## src/rtl/aipm_pkg.sv

```systemverilog
// Shared types, widths and register codes for the affine inverse pixel mapper.
package aipm_pkg;

    localparam int COORD_BITS = 12;
    localparam int MAT_BITS   = 16;
    localparam int DIM_BITS   = 13;
    localparam int ADDR_BITS  = 24;
    localparam int CFG_IDX_W  = 3;
    localparam int CFG_DATA_W = 16;
    localparam int PROD_W     = MAT_BITS + COORD_BITS + 1;
    localparam int SUM_W      = PROD_W + 1;

    localparam logic [CFG_IDX_W-1:0] REG_M_ROW_ROW   = 3'd0;
    localparam logic [CFG_IDX_W-1:0] REG_M_ROW_COL   = 3'd1;
    localparam logic [CFG_IDX_W-1:0] REG_M_COL_ROW   = 3'd2;
    localparam logic [CFG_IDX_W-1:0] REG_M_COL_COL   = 3'd3;
    localparam logic [CFG_IDX_W-1:0] REG_SRC_HEIGHT  = 3'd4;
    localparam logic [CFG_IDX_W-1:0] REG_SRC_WIDTH   = 3'd5;
    localparam logic [CFG_IDX_W-1:0] REG_LINE_STRIDE = 3'd6;
    localparam logic [CFG_IDX_W-1:0] REG_EDGE_MODE   = 3'd7;

    localparam logic EDGE_CLAMP = 1'b0;
    localparam logic EDGE_FILL  = 1'b1;

    typedef struct packed {
        logic [MAT_BITS-1:0] m_row_row;
        logic [MAT_BITS-1:0] m_row_col;
        logic [MAT_BITS-1:0] m_col_row;
        logic [MAT_BITS-1:0] m_col_col;
        logic [DIM_BITS-1:0] src_height;
        logic [DIM_BITS-1:0] src_width;
        logic [DIM_BITS-1:0] line_stride;
        logic                edge_mode;
    } t_cfg;

    typedef struct packed {
        logic [COORD_BITS-1:0] dest_row;
        logic [COORD_BITS-1:0] dest_col;
    } t_dest_pix;

    typedef struct packed {
        logic [COORD_BITS-1:0] src_row;
        logic [COORD_BITS-1:0] src_col;
        logic [ADDR_BITS-1:0]  src_addr;
        logic                  use_fill;
    } t_src_pix;

endpackage

```

## src/rtl/affine_inverse_pixel_mapper.sv

```systemverilog
// One destination pixel per clock; o_busy stays low, the pipeline never stalls.
// Stages: two product multipliers, sum, rounding, edge handling, stride multiply, address add.
// The receiver cannot stall; each result is presented for exactly one cycle.
// Reset (synchronous, active low) clears all valid bits and loads identity matrix,
// 512x512 image, stride 512 and clamp mode.
module affine_inverse_pixel_mapper #(
    parameter int FRAC_BITS = 12
) (
    input  logic                               i_clk,
    input  logic                               i_rst_n,
    input  logic                               i_start,
    output logic                               o_busy,
    input  aipm_pkg::t_dest_pix                i_dest,
    input  logic                               i_cfg_valid,
    output logic                               o_cfg_ready,
    input  logic [aipm_pkg::CFG_IDX_W-1:0]     i_cfg_index,
    input  logic [aipm_pkg::CFG_DATA_W-1:0]    i_cfg_data,
    output logic                               o_valid,
    output aipm_pkg::t_src_pix                 o_src
);
    import aipm_pkg::*;

    localparam int RND_W = SUM_W - FRAC_BITS;
    localparam int LAT   = 6;

    t_cfg                    cfg;
    logic signed [RND_W-1:0] row_rnd, col_rnd;
    logic [2:0]              r_vld;

    assign o_busy = 1'b0;

    aipm_cfg u_cfg (
        .i_clk       (i_clk),
        .i_rst_n     (i_rst_n),
        .i_cfg_valid (i_cfg_valid),
        .o_cfg_ready (o_cfg_ready),
        .i_cfg_index (i_cfg_index),
        .i_cfg_data  (i_cfg_data),
        .o_cfg       (cfg)
    );

    aipm_mac #(.FRAC_BITS(FRAC_BITS)) u_mac_row (
        .i_clk   (i_clk),
        .i_ma    (cfg.m_row_row),
        .i_mb    (cfg.m_row_col),
        .i_r     (i_dest.dest_row),
        .i_c     (i_dest.dest_col),
        .o_coord (row_rnd)
    );

    aipm_mac #(.FRAC_BITS(FRAC_BITS)) u_mac_col (
        .i_clk   (i_clk),
        .i_ma    (cfg.m_col_row),
        .i_mb    (cfg.m_col_col),
        .i_r     (i_dest.dest_row),
        .i_c     (i_dest.dest_col),
        .o_coord (col_rnd)
    );

    always_ff @(posedge i_clk) begin
        if (!i_rst_n) begin
            r_vld <= '0;
        end else begin
            r_vld <= {r_vld[1:0], i_start && !o_busy};
        end
    end

    aipm_bound #(.RND_W(RND_W)) u_bound (
        .i_clk   (i_clk),
        .i_rst_n (i_rst_n),
        .i_cfg   (cfg),
        .i_valid (r_vld[2]),
        .i_row   (row_rnd),
        .i_col   (col_rnd),
        .o_valid (o_valid),
        .o_src   (o_src)
    );

    a_result_has_transaction: assert property (@(posedge i_clk) disable iff (!i_rst_n)
        o_valid |-> $past(i_start && !o_busy, LAT))
        else $error("result strobe without a matching input transaction");

    a_fill_zeroes_result: assert property (@(posedge i_clk) disable iff (!i_rst_n)
        (o_valid && o_src.use_fill) |->
            (o_src.src_row == '0 && o_src.src_col == '0 && o_src.src_addr == '0))
        else $error("fill result carries nonzero coordinates or address");

    a_fill_only_in_fill_mode: assert property (@(posedge i_clk) disable iff (!i_rst_n)
        (o_valid && o_src.use_fill) |-> (cfg.edge_mode == EDGE_FILL))
        else $error("fill flag raised in clamp mode");

endmodule

```

## src/rtl/aipm_cfg.sv

```systemverilog
// Configuration register file written over the valid/ready config channel.
module aipm_cfg (
    input  logic                               i_clk,
    input  logic                               i_rst_n,
    input  logic                               i_cfg_valid,
    output logic                               o_cfg_ready,
    input  logic [aipm_pkg::CFG_IDX_W-1:0]     i_cfg_index,
    input  logic [aipm_pkg::CFG_DATA_W-1:0]    i_cfg_data,
    output aipm_pkg::t_cfg                     o_cfg
);
    import aipm_pkg::*;

    t_cfg r_cfg;
    t_cfg n_cfg;

    assign o_cfg_ready = 1'b1;
    assign o_cfg       = r_cfg;

    always_comb begin
        n_cfg = r_cfg;
        if (i_cfg_valid && o_cfg_ready) begin
            case (i_cfg_index)
                REG_M_ROW_ROW:   n_cfg.m_row_row   = i_cfg_data[MAT_BITS-1:0];
                REG_M_ROW_COL:   n_cfg.m_row_col   = i_cfg_data[MAT_BITS-1:0];
                REG_M_COL_ROW:   n_cfg.m_col_row   = i_cfg_data[MAT_BITS-1:0];
                REG_M_COL_COL:   n_cfg.m_col_col   = i_cfg_data[MAT_BITS-1:0];
                REG_SRC_HEIGHT:  n_cfg.src_height  = i_cfg_data[DIM_BITS-1:0];
                REG_SRC_WIDTH:   n_cfg.src_width   = i_cfg_data[DIM_BITS-1:0];
                REG_LINE_STRIDE: n_cfg.line_stride = i_cfg_data[DIM_BITS-1:0];
                REG_EDGE_MODE:   n_cfg.edge_mode   = i_cfg_data[0];
                default:         n_cfg = r_cfg;
            endcase
        end
    end

    always_ff @(posedge i_clk) begin
        if (!i_rst_n) begin
            r_cfg.m_row_row   <= MAT_BITS'(4096);
            r_cfg.m_row_col   <= '0;
            r_cfg.m_col_row   <= '0;
            r_cfg.m_col_col   <= MAT_BITS'(4096);
            r_cfg.src_height  <= DIM_BITS'(512);
            r_cfg.src_width   <= DIM_BITS'(512);
            r_cfg.line_stride <= DIM_BITS'(512);
            r_cfg.edge_mode   <= EDGE_CLAMP;
        end else begin
            r_cfg <= n_cfg;
        end
    end

endmodule

```

## src/rtl/aipm_mac.sv

```systemverilog
// Three-stage multiply, sum and round-half-away unit for one source coordinate.
module aipm_mac #(
    parameter int FRAC_BITS = 12
) (
    input  logic                                           i_clk,
    input  logic [aipm_pkg::MAT_BITS-1:0]                  i_ma,
    input  logic [aipm_pkg::MAT_BITS-1:0]                  i_mb,
    input  logic [aipm_pkg::COORD_BITS-1:0]                i_r,
    input  logic [aipm_pkg::COORD_BITS-1:0]                i_c,
    output logic signed [aipm_pkg::SUM_W-FRAC_BITS-1:0]    o_coord
);
    import aipm_pkg::*;

    localparam int RND_W = SUM_W - FRAC_BITS;
    localparam logic [SUM_W-1:0] HALF = SUM_W'(1) << (FRAC_BITS - 1);

    logic signed [PROD_W-1:0] r_prod_a;
    logic signed [PROD_W-1:0] r_prod_b;
    logic signed [SUM_W-1:0]  r_sum;
    logic        [SUM_W-1:0]  sum_adj;
    logic signed [RND_W-1:0]  r_coord;

    // negative sums take half minus one, so the arithmetic shift rounds away from zero
    assign sum_adj = r_sum + HALF - SUM_W'(r_sum[SUM_W-1]);
    assign o_coord = r_coord;

    always_ff @(posedge i_clk) begin
        r_prod_a <= $signed(i_ma) * $signed({1'b0, i_r});
        r_prod_b <= $signed(i_mb) * $signed({1'b0, i_c});
        r_sum    <= SUM_W'(r_prod_a) + SUM_W'(r_prod_b);
        r_coord  <= sum_adj[SUM_W-1:FRAC_BITS];
    end

endmodule

```

## src/rtl/aipm_bound.sv

```systemverilog
// Edge handling (clamp or fill) and linear address stages.
module aipm_bound #(
    parameter int RND_W = 18
) (
    input  logic                         i_clk,
    input  logic                         i_rst_n,
    input  aipm_pkg::t_cfg               i_cfg,
    input  logic                         i_valid,
    input  logic signed [RND_W-1:0]      i_row,
    input  logic signed [RND_W-1:0]      i_col,
    output logic                         o_valid,
    output aipm_pkg::t_src_pix           o_src
);
    import aipm_pkg::*;

    localparam int CMP_W = RND_W - 1;
    localparam logic [DIM_BITS-1:0] DIM_CAP = DIM_BITS'(1) << COORD_BITS;

    logic [DIM_BITS-1:0]   h_eff, w_eff, h_last, w_last;
    logic                  row_neg, col_neg, row_hi, col_hi, oob;
    logic [COORD_BITS-1:0] n_row, n_col;
    logic                  n_fill;

    logic [COORD_BITS-1:0]          r_row, r_col, r_row_b, r_col_b;
    logic                           r_fill, r_fill_b;
    logic [COORD_BITS+DIM_BITS-1:0] r_prod;
    logic                           r_vld_a, r_vld_b, r_vld_c;
    t_src_pix                       r_src;

    always_comb begin
        h_eff = i_cfg.src_height;
        if (h_eff == '0) h_eff = DIM_BITS'(1);
        if (h_eff > DIM_CAP) h_eff = DIM_CAP;
        w_eff = i_cfg.src_width;
        if (w_eff == '0) w_eff = DIM_BITS'(1);
        if (w_eff > DIM_CAP) w_eff = DIM_CAP;
        h_last = h_eff - DIM_BITS'(1);
        w_last = w_eff - DIM_BITS'(1);

        row_neg = i_row[RND_W-1];
        col_neg = i_col[RND_W-1];
        row_hi  = !row_neg && (i_row[CMP_W-1:0] >= CMP_W'(h_eff));
        col_hi  = !col_neg && (i_col[CMP_W-1:0] >= CMP_W'(w_eff));
        oob     = row_neg || row_hi || col_neg || col_hi;

        n_row  = i_row[COORD_BITS-1:0];
        n_col  = i_col[COORD_BITS-1:0];
        n_fill = 1'b0;
        if (i_cfg.edge_mode == EDGE_FILL) begin
            if (oob) begin
                n_fill = 1'b1;
                n_row  = '0;
                n_col  = '0;
            end
        end else begin
            if (row_neg) n_row = '0;
            if (row_hi)  n_row = h_last[COORD_BITS-1:0];
            if (col_neg) n_col = '0;
            if (col_hi)  n_col = w_last[COORD_BITS-1:0];
        end
    end

    always_ff @(posedge i_clk) begin
        r_row    <= n_row;
        r_col    <= n_col;
        r_fill   <= n_fill;
        r_prod   <= r_row * i_cfg.line_stride;
        r_row_b  <= r_row;
        r_col_b  <= r_col;
        r_fill_b <= r_fill;
        r_src.src_row  <= r_row_b;
        r_src.src_col  <= r_col_b;
        r_src.src_addr <= r_prod[ADDR_BITS-1:0] + ADDR_BITS'(r_col_b);
        r_src.use_fill <= r_fill_b;
    end

    always_ff @(posedge i_clk) begin
        if (!i_rst_n) begin
            r_vld_a <= 1'b0;
            r_vld_b <= 1'b0;
            r_vld_c <= 1'b0;
        end else begin
            r_vld_a <= i_valid;
            r_vld_b <= r_vld_a;
            r_vld_c <= r_vld_b;
        end
    end

    assign o_valid = r_vld_c;
    assign o_src   = r_src;

endmodule

```

## config.mk

```make
export PLATFORM = sky130hd
export DESIGN_NAME = affine_inverse_pixel_mapper
export DESIGN_NICKNAME = d
export VERILOG_FILES = /design/src/rtl/aipm_pkg.sv /design/src/rtl/affine_inverse_pixel_mapper.sv /design/src/rtl/aipm_cfg.sv /design/src/rtl/aipm_mac.sv /design/src/rtl/aipm_bound.sv
export SDC_FILE = /design/constraint.sdc
export NUM_CORES = 2
export LEC_CHECK = 0
export BUFFER_PORTS_ARGS = -buffer_cell sky130_fd_sc_hd__buf_2
export CORE_MARGIN = 2
export CORE_UTILIZATION = 49
export DETAILED_ROUTE_END_ITERATION = 10
export SLEW_MARGIN = 40
export SYNTH_ARGS = -nofsm -noshare
export SYNTH_HDL_FRONTEND = slang
export SYNTH_SLANG_ARGS = --single-unit
```

## constraint.sdc

```tcl
create_clock -name i_clk -period 7.1 [get_ports i_clk]
set_input_delay 0.355 -clock i_clk [delete_from_list [all_inputs] [get_ports i_clk]]
set_output_delay 0.355 -clock i_clk [all_outputs]
set_load 0.005 [all_outputs]
```

* Word level (Yosys, flattened, before mapping)
Index checks and enable logic that the tools add are counted.
Operators by class: multiply operators 5, $lt $le $gt $ge 4, $add $sub $neg 9, reduce and logical (&&, ||, !) cells 18, multiplexer cells 13, equal/unequal tests 7
Operators by type and width (number):
- $mul A16 B13 Y29 | 4
- $mux W12 | 8
- $add A29 B29 Y30 | 2
- $add A30 B12 Y30 const B | 2
- $sub A30 B1 Y30 | 2
- $mux W13 | 4
- $ge A17 B13 Y1 | 2
- $gt A13 B13 Y1 const B | 2
- $logic_not A13 Y1 | 2
- $add A24 B12 Y24 | 1
- $mul A12 B13 Y24 | 1
- $sub A12 B1 Y12 const B | 2
- $reduce_and A2 Y1 | 8
- $eq A3 B3 Y1 const B | 4
- $eq A3 B2 Y1 const B | 2
- $eq A3 B1 Y1 const B | 1
- $logic_not A3 Y1 | 1
- $logic_or A1 B1 Y1 | 3
- $logic_and A1 B1 Y1 | 2
- $logic_not A1 Y1 | 2
- $mux W1 | 1
Word-level totals: input bits 47, logic and storage cells 87, output and inout port bits 52, bits in registers 445

* Logic depth before layout (Yosys ltp)
depth after elaboration 11, depth in mapped cells 23, mapped depth without buffers 22

* Hierarchy
A second synthesis with hierarchy kept.
Unflattened totals: cell total of the unflattened synthesis 5794, area total of the unflattened synthesis 52280.1 µm²
By module, submodules not included:
- aipm_mac at u_mac_row | times used 1, area an instance 19244.7 µm², cells each 2171, seq. area each 2122.0 µm²
- aipm_mac at u_mac_col | times used 1, area an instance 19174.6 µm², cells each 2160, seq. area each 2122.0 µm²
- aipm_bound | times used 1, area an instance 9943.3 µm², cells each 1087, seq. area each 2522.4 µm²
- aipm_cfg | times used 1, area an instance 3827.4 µm², cells each 368, seq. area each 2082.0 µm²
- affine_inverse_pixel_mapper | times used 1, area an instance 90.1 µm², cells each 8, seq. area each 60.1 µm²

* Worst setup path before layout
No wires, ideal clock.
path kind input to register, from in i_dest[13] in the netlist's numbering, to reg u_mac_row.r_prod_a[28], setup time 0.072 ns, required time 7.028 ns, buffers on the path 1, path slack 1.544 ns, stages on the path 21, arrival 5.484 ns, path through clkbuf_1 > nand2_1 > fa_1 > inv_1 > fa_1 > fa_1 > fa_1 > inv_1 > fa_1 > inv_1 > ha_1 > a21o_1 > a21o_1 > a21oi_1 > o21ai_0 > a41o_1 > o2111a_1 > o221a_2 > a21o_1 > a21oi_1 > xnor2_1
Between the ends: longest elaborated chain between the ends 1
Ends and longest elaborated chain:
- from (decl) | line affine_inverse_pixel_mapper.sv:13 | input aipm_pkg::t_dest_pix i_dest,
- $mul A16 B13 Y29 | line aipm_mac.sv:28 | r_prod_a <= $signed(i_ma) * $signed({1'b0, i_r});
- to (signal assigned) | line aipm_mac.sv:28
- to (decl) | line aipm_mac.sv:17 | logic signed [PROD_W-1:0] r_prod_a;
No other way between the ends. A chain may end at the register's enable or synchronous reset.

* Worst setup path in the final report
from reg u_cfg.r_cfg, in the netlist u_cfg.o_cfg[87], to reg u_mac_row.r_prod_b[28]
Between the ends: longest elaborated chain between the ends 1
Ends and longest elaborated chain:
- from (decl) | line aipm_cfg.sv:13 | t_cfg r_cfg;
- from (signal assigned) | line aipm_cfg.sv:47 | r_cfg <= n_cfg;
- $mul A16 B13 Y29 | line aipm_mac.sv:29 | r_prod_b <= $signed(i_mb) * $signed({1'b0, i_c});
- to (signal assigned) | line aipm_mac.sv:29
- to (decl) | line aipm_mac.sv:18 | logic signed [PROD_W-1:0] r_prod_b;
No other way between the ends.

==> impl_metrics.yaml <==
clock_tree:
  path_clk_slew_ns: 0.06
  clock_path_buffers: 3
  cts_made_buffers: 52
  insertion_delay_ns: 0.65
  cts_tree: "yes"
  cts.sink_count: 445
  root_buffer: "clkbuf_16"
  htree_levels: 2
  postCtsSetupBuffers: 0
critical_path:
  path_cells: "nand2_1 -> fa_1 -> fa_1 -> inv_1 -> fa_1 -> fa_1 -> inv_1 -> fa_1 -> inv_1 -> ha_1 -> and4_1 -> nand3_1 -> nor4_1 -> nor3_1 -> o31ai_1 -> a221oi_1 -> o21bai_1 -> xnor2_1"
  cp.required_ns: 7.64
  slowest_delay_ns: 0.72
  worstSetupPathType: "reg2reg"
  reg2reg_from: "u_cfg.o_cfg[87]"
  slowest_stage: "fa_1"
  crit_top_cell: "fa_1"
  timing.critical_path.fanout_max: 13
  cp-start-kind: "flop"
  cp.arrival_ns: 6.92
  cp-end-kind: "flop"
  cp-startpoint: "u_cfg.o_cfg[87]"
power_and_ir_drop:
  p_comb_frac: 0.407
  switchingPower_mw: 4.33
  internal_power_mw: 6.78
  clockPowerShare: 0.257
  sequentialPowerShare: 0.337
  ir_worst_vdd_v: 0.000285
  swShare: 0.390
  powerDensity_nw_per_um2: 202
  p_leak_nw: 27.8
yosys:
  synth-async-reset-ratio: 0
  synth_common_cells: "1220 x inv_1, 885 x nand2_1, 824 x fa_1, 482 x ha_1, 445 x dfxtp_1"
  synth-seq-area-share: 0.173
  synth_nets: 7129
  synth-seq-cells: 445
  yosys.area.top_type: "fa_1"
  synth.area.top_cells: "fa_1 32%, dfxtp_1 17%, ha_1 12%"
  synthesis.area_um2: 51400
  ys.warnings.count: 0
  yosys.area_share.simple: 0.154
  synth_edf_count: 0
  synth_top_family_by_area: "adder cells"
  yosysMostFrequentCell: "inv_1"
  postSynthCellCount: 5776
  synth_top_area_share: 0.321
  synth_xor_area_frac: 0.0409
  synth_mux_area_frac: 0.00119
  syn_avg_cell_area_um2: 8.89
  synth_compound_area_frac: 0.0870
  synth_adder_area_share: 0.439
  synth_cell_types: 73
  yosys_most_used_dff: "dfxtp_1"
grt:
  use_met3: 0.0319
  grt_pass1_vias: 38400
  met1_usage: 0.311
  gr-total-overflow: 0
  track_usage: 0.239
  grt_max_degree: 74
  busiest_layer: "met2"
  use_met2: 0.416
  grt_pass1_wl_um: 204000
  antenna_found_initial: 6
detailed_routing:
  firstDrtPassIters: 6
  drc_errors: 0
  drtIter0Drc: 1923
  vias_per_cell: 5.11
  drt-total-wl_um: 123000
  antenna_left: 0
  vias: 36700
  wl_per_cell_um: 17.1
sta:
  finalHoldViolCount: 0
  fmax_mhz: 157
  rsz0062_at_grt: "no"
  tns_ns: 0
  slew_viol_final: 0
  worstMarginPinSlew_ns: 0.805
  fin_crit_ns: 6.38
  period_share: 0.898
  skew_ns: 0.0531
  setup_violations: 0
  slew_headroom: 0.462
job:
  drv_cap: 0
status:
  status: "finished, final reports clean"
placed_design:
  portBuffers: 96
  gp_congestion: 0.877
  dp_hpwl_um: 99500
  placed_cells: 7076
layout:
  syn_to_final_growth_pct: 6.95
  nFillCells: 9536
  drive_above_1_share: 0.0445
  layout.nets: 7104
  final_util: 0.529
  final_cells: 7176
floorplanning:
  rows: 118
  die-area_um2: 107000
  initial_utilization: 0.495
  fp.dieH_um: 328
  core_um2: 104000
  io_pins: 99
  die_w_um: 328
hold_path:
  min_path_type: "in2reg"
  min-delay-start: "i_cfg_data[15]"
## sequential cells by signal (all words and copies together), names as in the netlist, 18 cells and up
name	cells
u_mac_row.r_prod_b	29
u_bound.r_prod	24
u_mac_col.r_prod_a	29
u_mac_row.r_prod_a	29
u_mac_row.r_sum	30
u_mac_col.r_prod_b	29
u_mac_col.r_sum	30
u_mac_col.o_coord	18
u_bound.o_src	49
u_mac_row.o_coord	18
u_cfg.o_cfg	104
## path summary, 6_finish.rpt
path,endpoint,slack [ns],cells after the start
max,u_mac_row.r_prod_b[28],0.72,18
min reg2reg,u_bound.r_col_b[8],0.32,0
min,u_cfg.o_cfg[103],0.05,3
max reg2reg,u_mac_row.r_prod_b[28],0.72,18
## power by group through the flow
stage / registers (mW) / logic, mW / clock network (mW)
final: 3.74 / 4.52 / 2.85
after global routing: 3.81 / 5.16 / 3.02
after CTS: 3.76 / 4.53 / 2.92
after detailed placement: 3.81 / 4.50 / 0
after global placement: 3.81 / 4.45 / 0
after floorplan: 3.47 / 3.45 / 0
## area by class of cell
cell class | instances | area [um^2] | share of cell area
inverter | 1221 | 4580 | 0.0834
antenna | 4 | 10.0 | 0.000182
timing repair buffer | 126 | 711 | 0.0129
clock buffer | 59 | 1370 | 0.0249
clock inverter | 36 | 479 | 0.00872
tap | 1380 | 1730 | 0.0314
sequential | 445 | 8910 | 0.162
multi-input combinational | 3905 | 37200 | 0.676
## timing repair
| item | in CTS | in global routing |
|---|---|---|
| hold endpoints to repair | 1 | 0 |
| hold buffers | 1 | 0 |
| resized for setup | 0 | 0 |
## cell usage in the layout (no fill, tap or decap), drive strengths merged, types with 57 or more instances in the layout
| cell type | count |
|---|---|
| and2 | 400 |
| clkbuf | 59 |
| o21ai | 109 |
| a21o | 85 |
| nand3 | 57 |
| a21boi | 109 |
| inv | 1225 |
| dfxtp | 445 |
| fa | 824 |
| a21oi | 165 |
| xnor2 | 177 |
| nor2 | 137 |
| xor2 | 63 |
| buf | 125 |
| nand2 | 885 |
| ha | 482 |
## critical path, delay by kind of cell, from the launching register on
kind / cells / cell delay [ns]
flip-flops: 1 / 0.59
adder cells (fa/ha/maj): 6 / 3.14
AO/OA/AOI/OAI: 3 / 0.93
XOR/XNOR: 1 / 0.13
AND/OR/NAND/NOR: 5 / 1.22
buffers and inverters: 3 / 0.29
## cell families (layout without fill, tap and decap cells)
group	Yosys count	count (layout)
compound gates	661	661
flops	445	445
other cells	2	6
fa+ha+maj	1306	1306
xor+xnor	240	240
buf+inv	1426	1442
simple gates	1690	1690
mux	6	6
## per-layer routing
layer / part of all wire / wire (um) / vias to the layer above
li1: - / - / 17600
met1: 0.43 / 52200 / 18200
met2: 0.49 / 59500 / 799
met3: 0.055 / 6780 / 180
met4: 0.032 / 3940 / 4
met5: 0.00020 / 24 / -
## stage by stage
step | total power, mW | setup slack [ns] | hold WS, ns | instance area (um^2)
finish | 11.1 | 0.724 | 0.0524 | 54900
global route | 12.0 | 0.332 | 0.0526 | 54900
CTS | 11.2 | 0.811 | 0.0165 | 54900
detailed placement | 8.31 | 0.583 | 0.312 | 53100
global placement | 8.25 | 0.731 | 0.310 | 53000
floorplan | 6.92 | 1.54 | 0.310 | 51400
(Power assumes the default switching activity.)
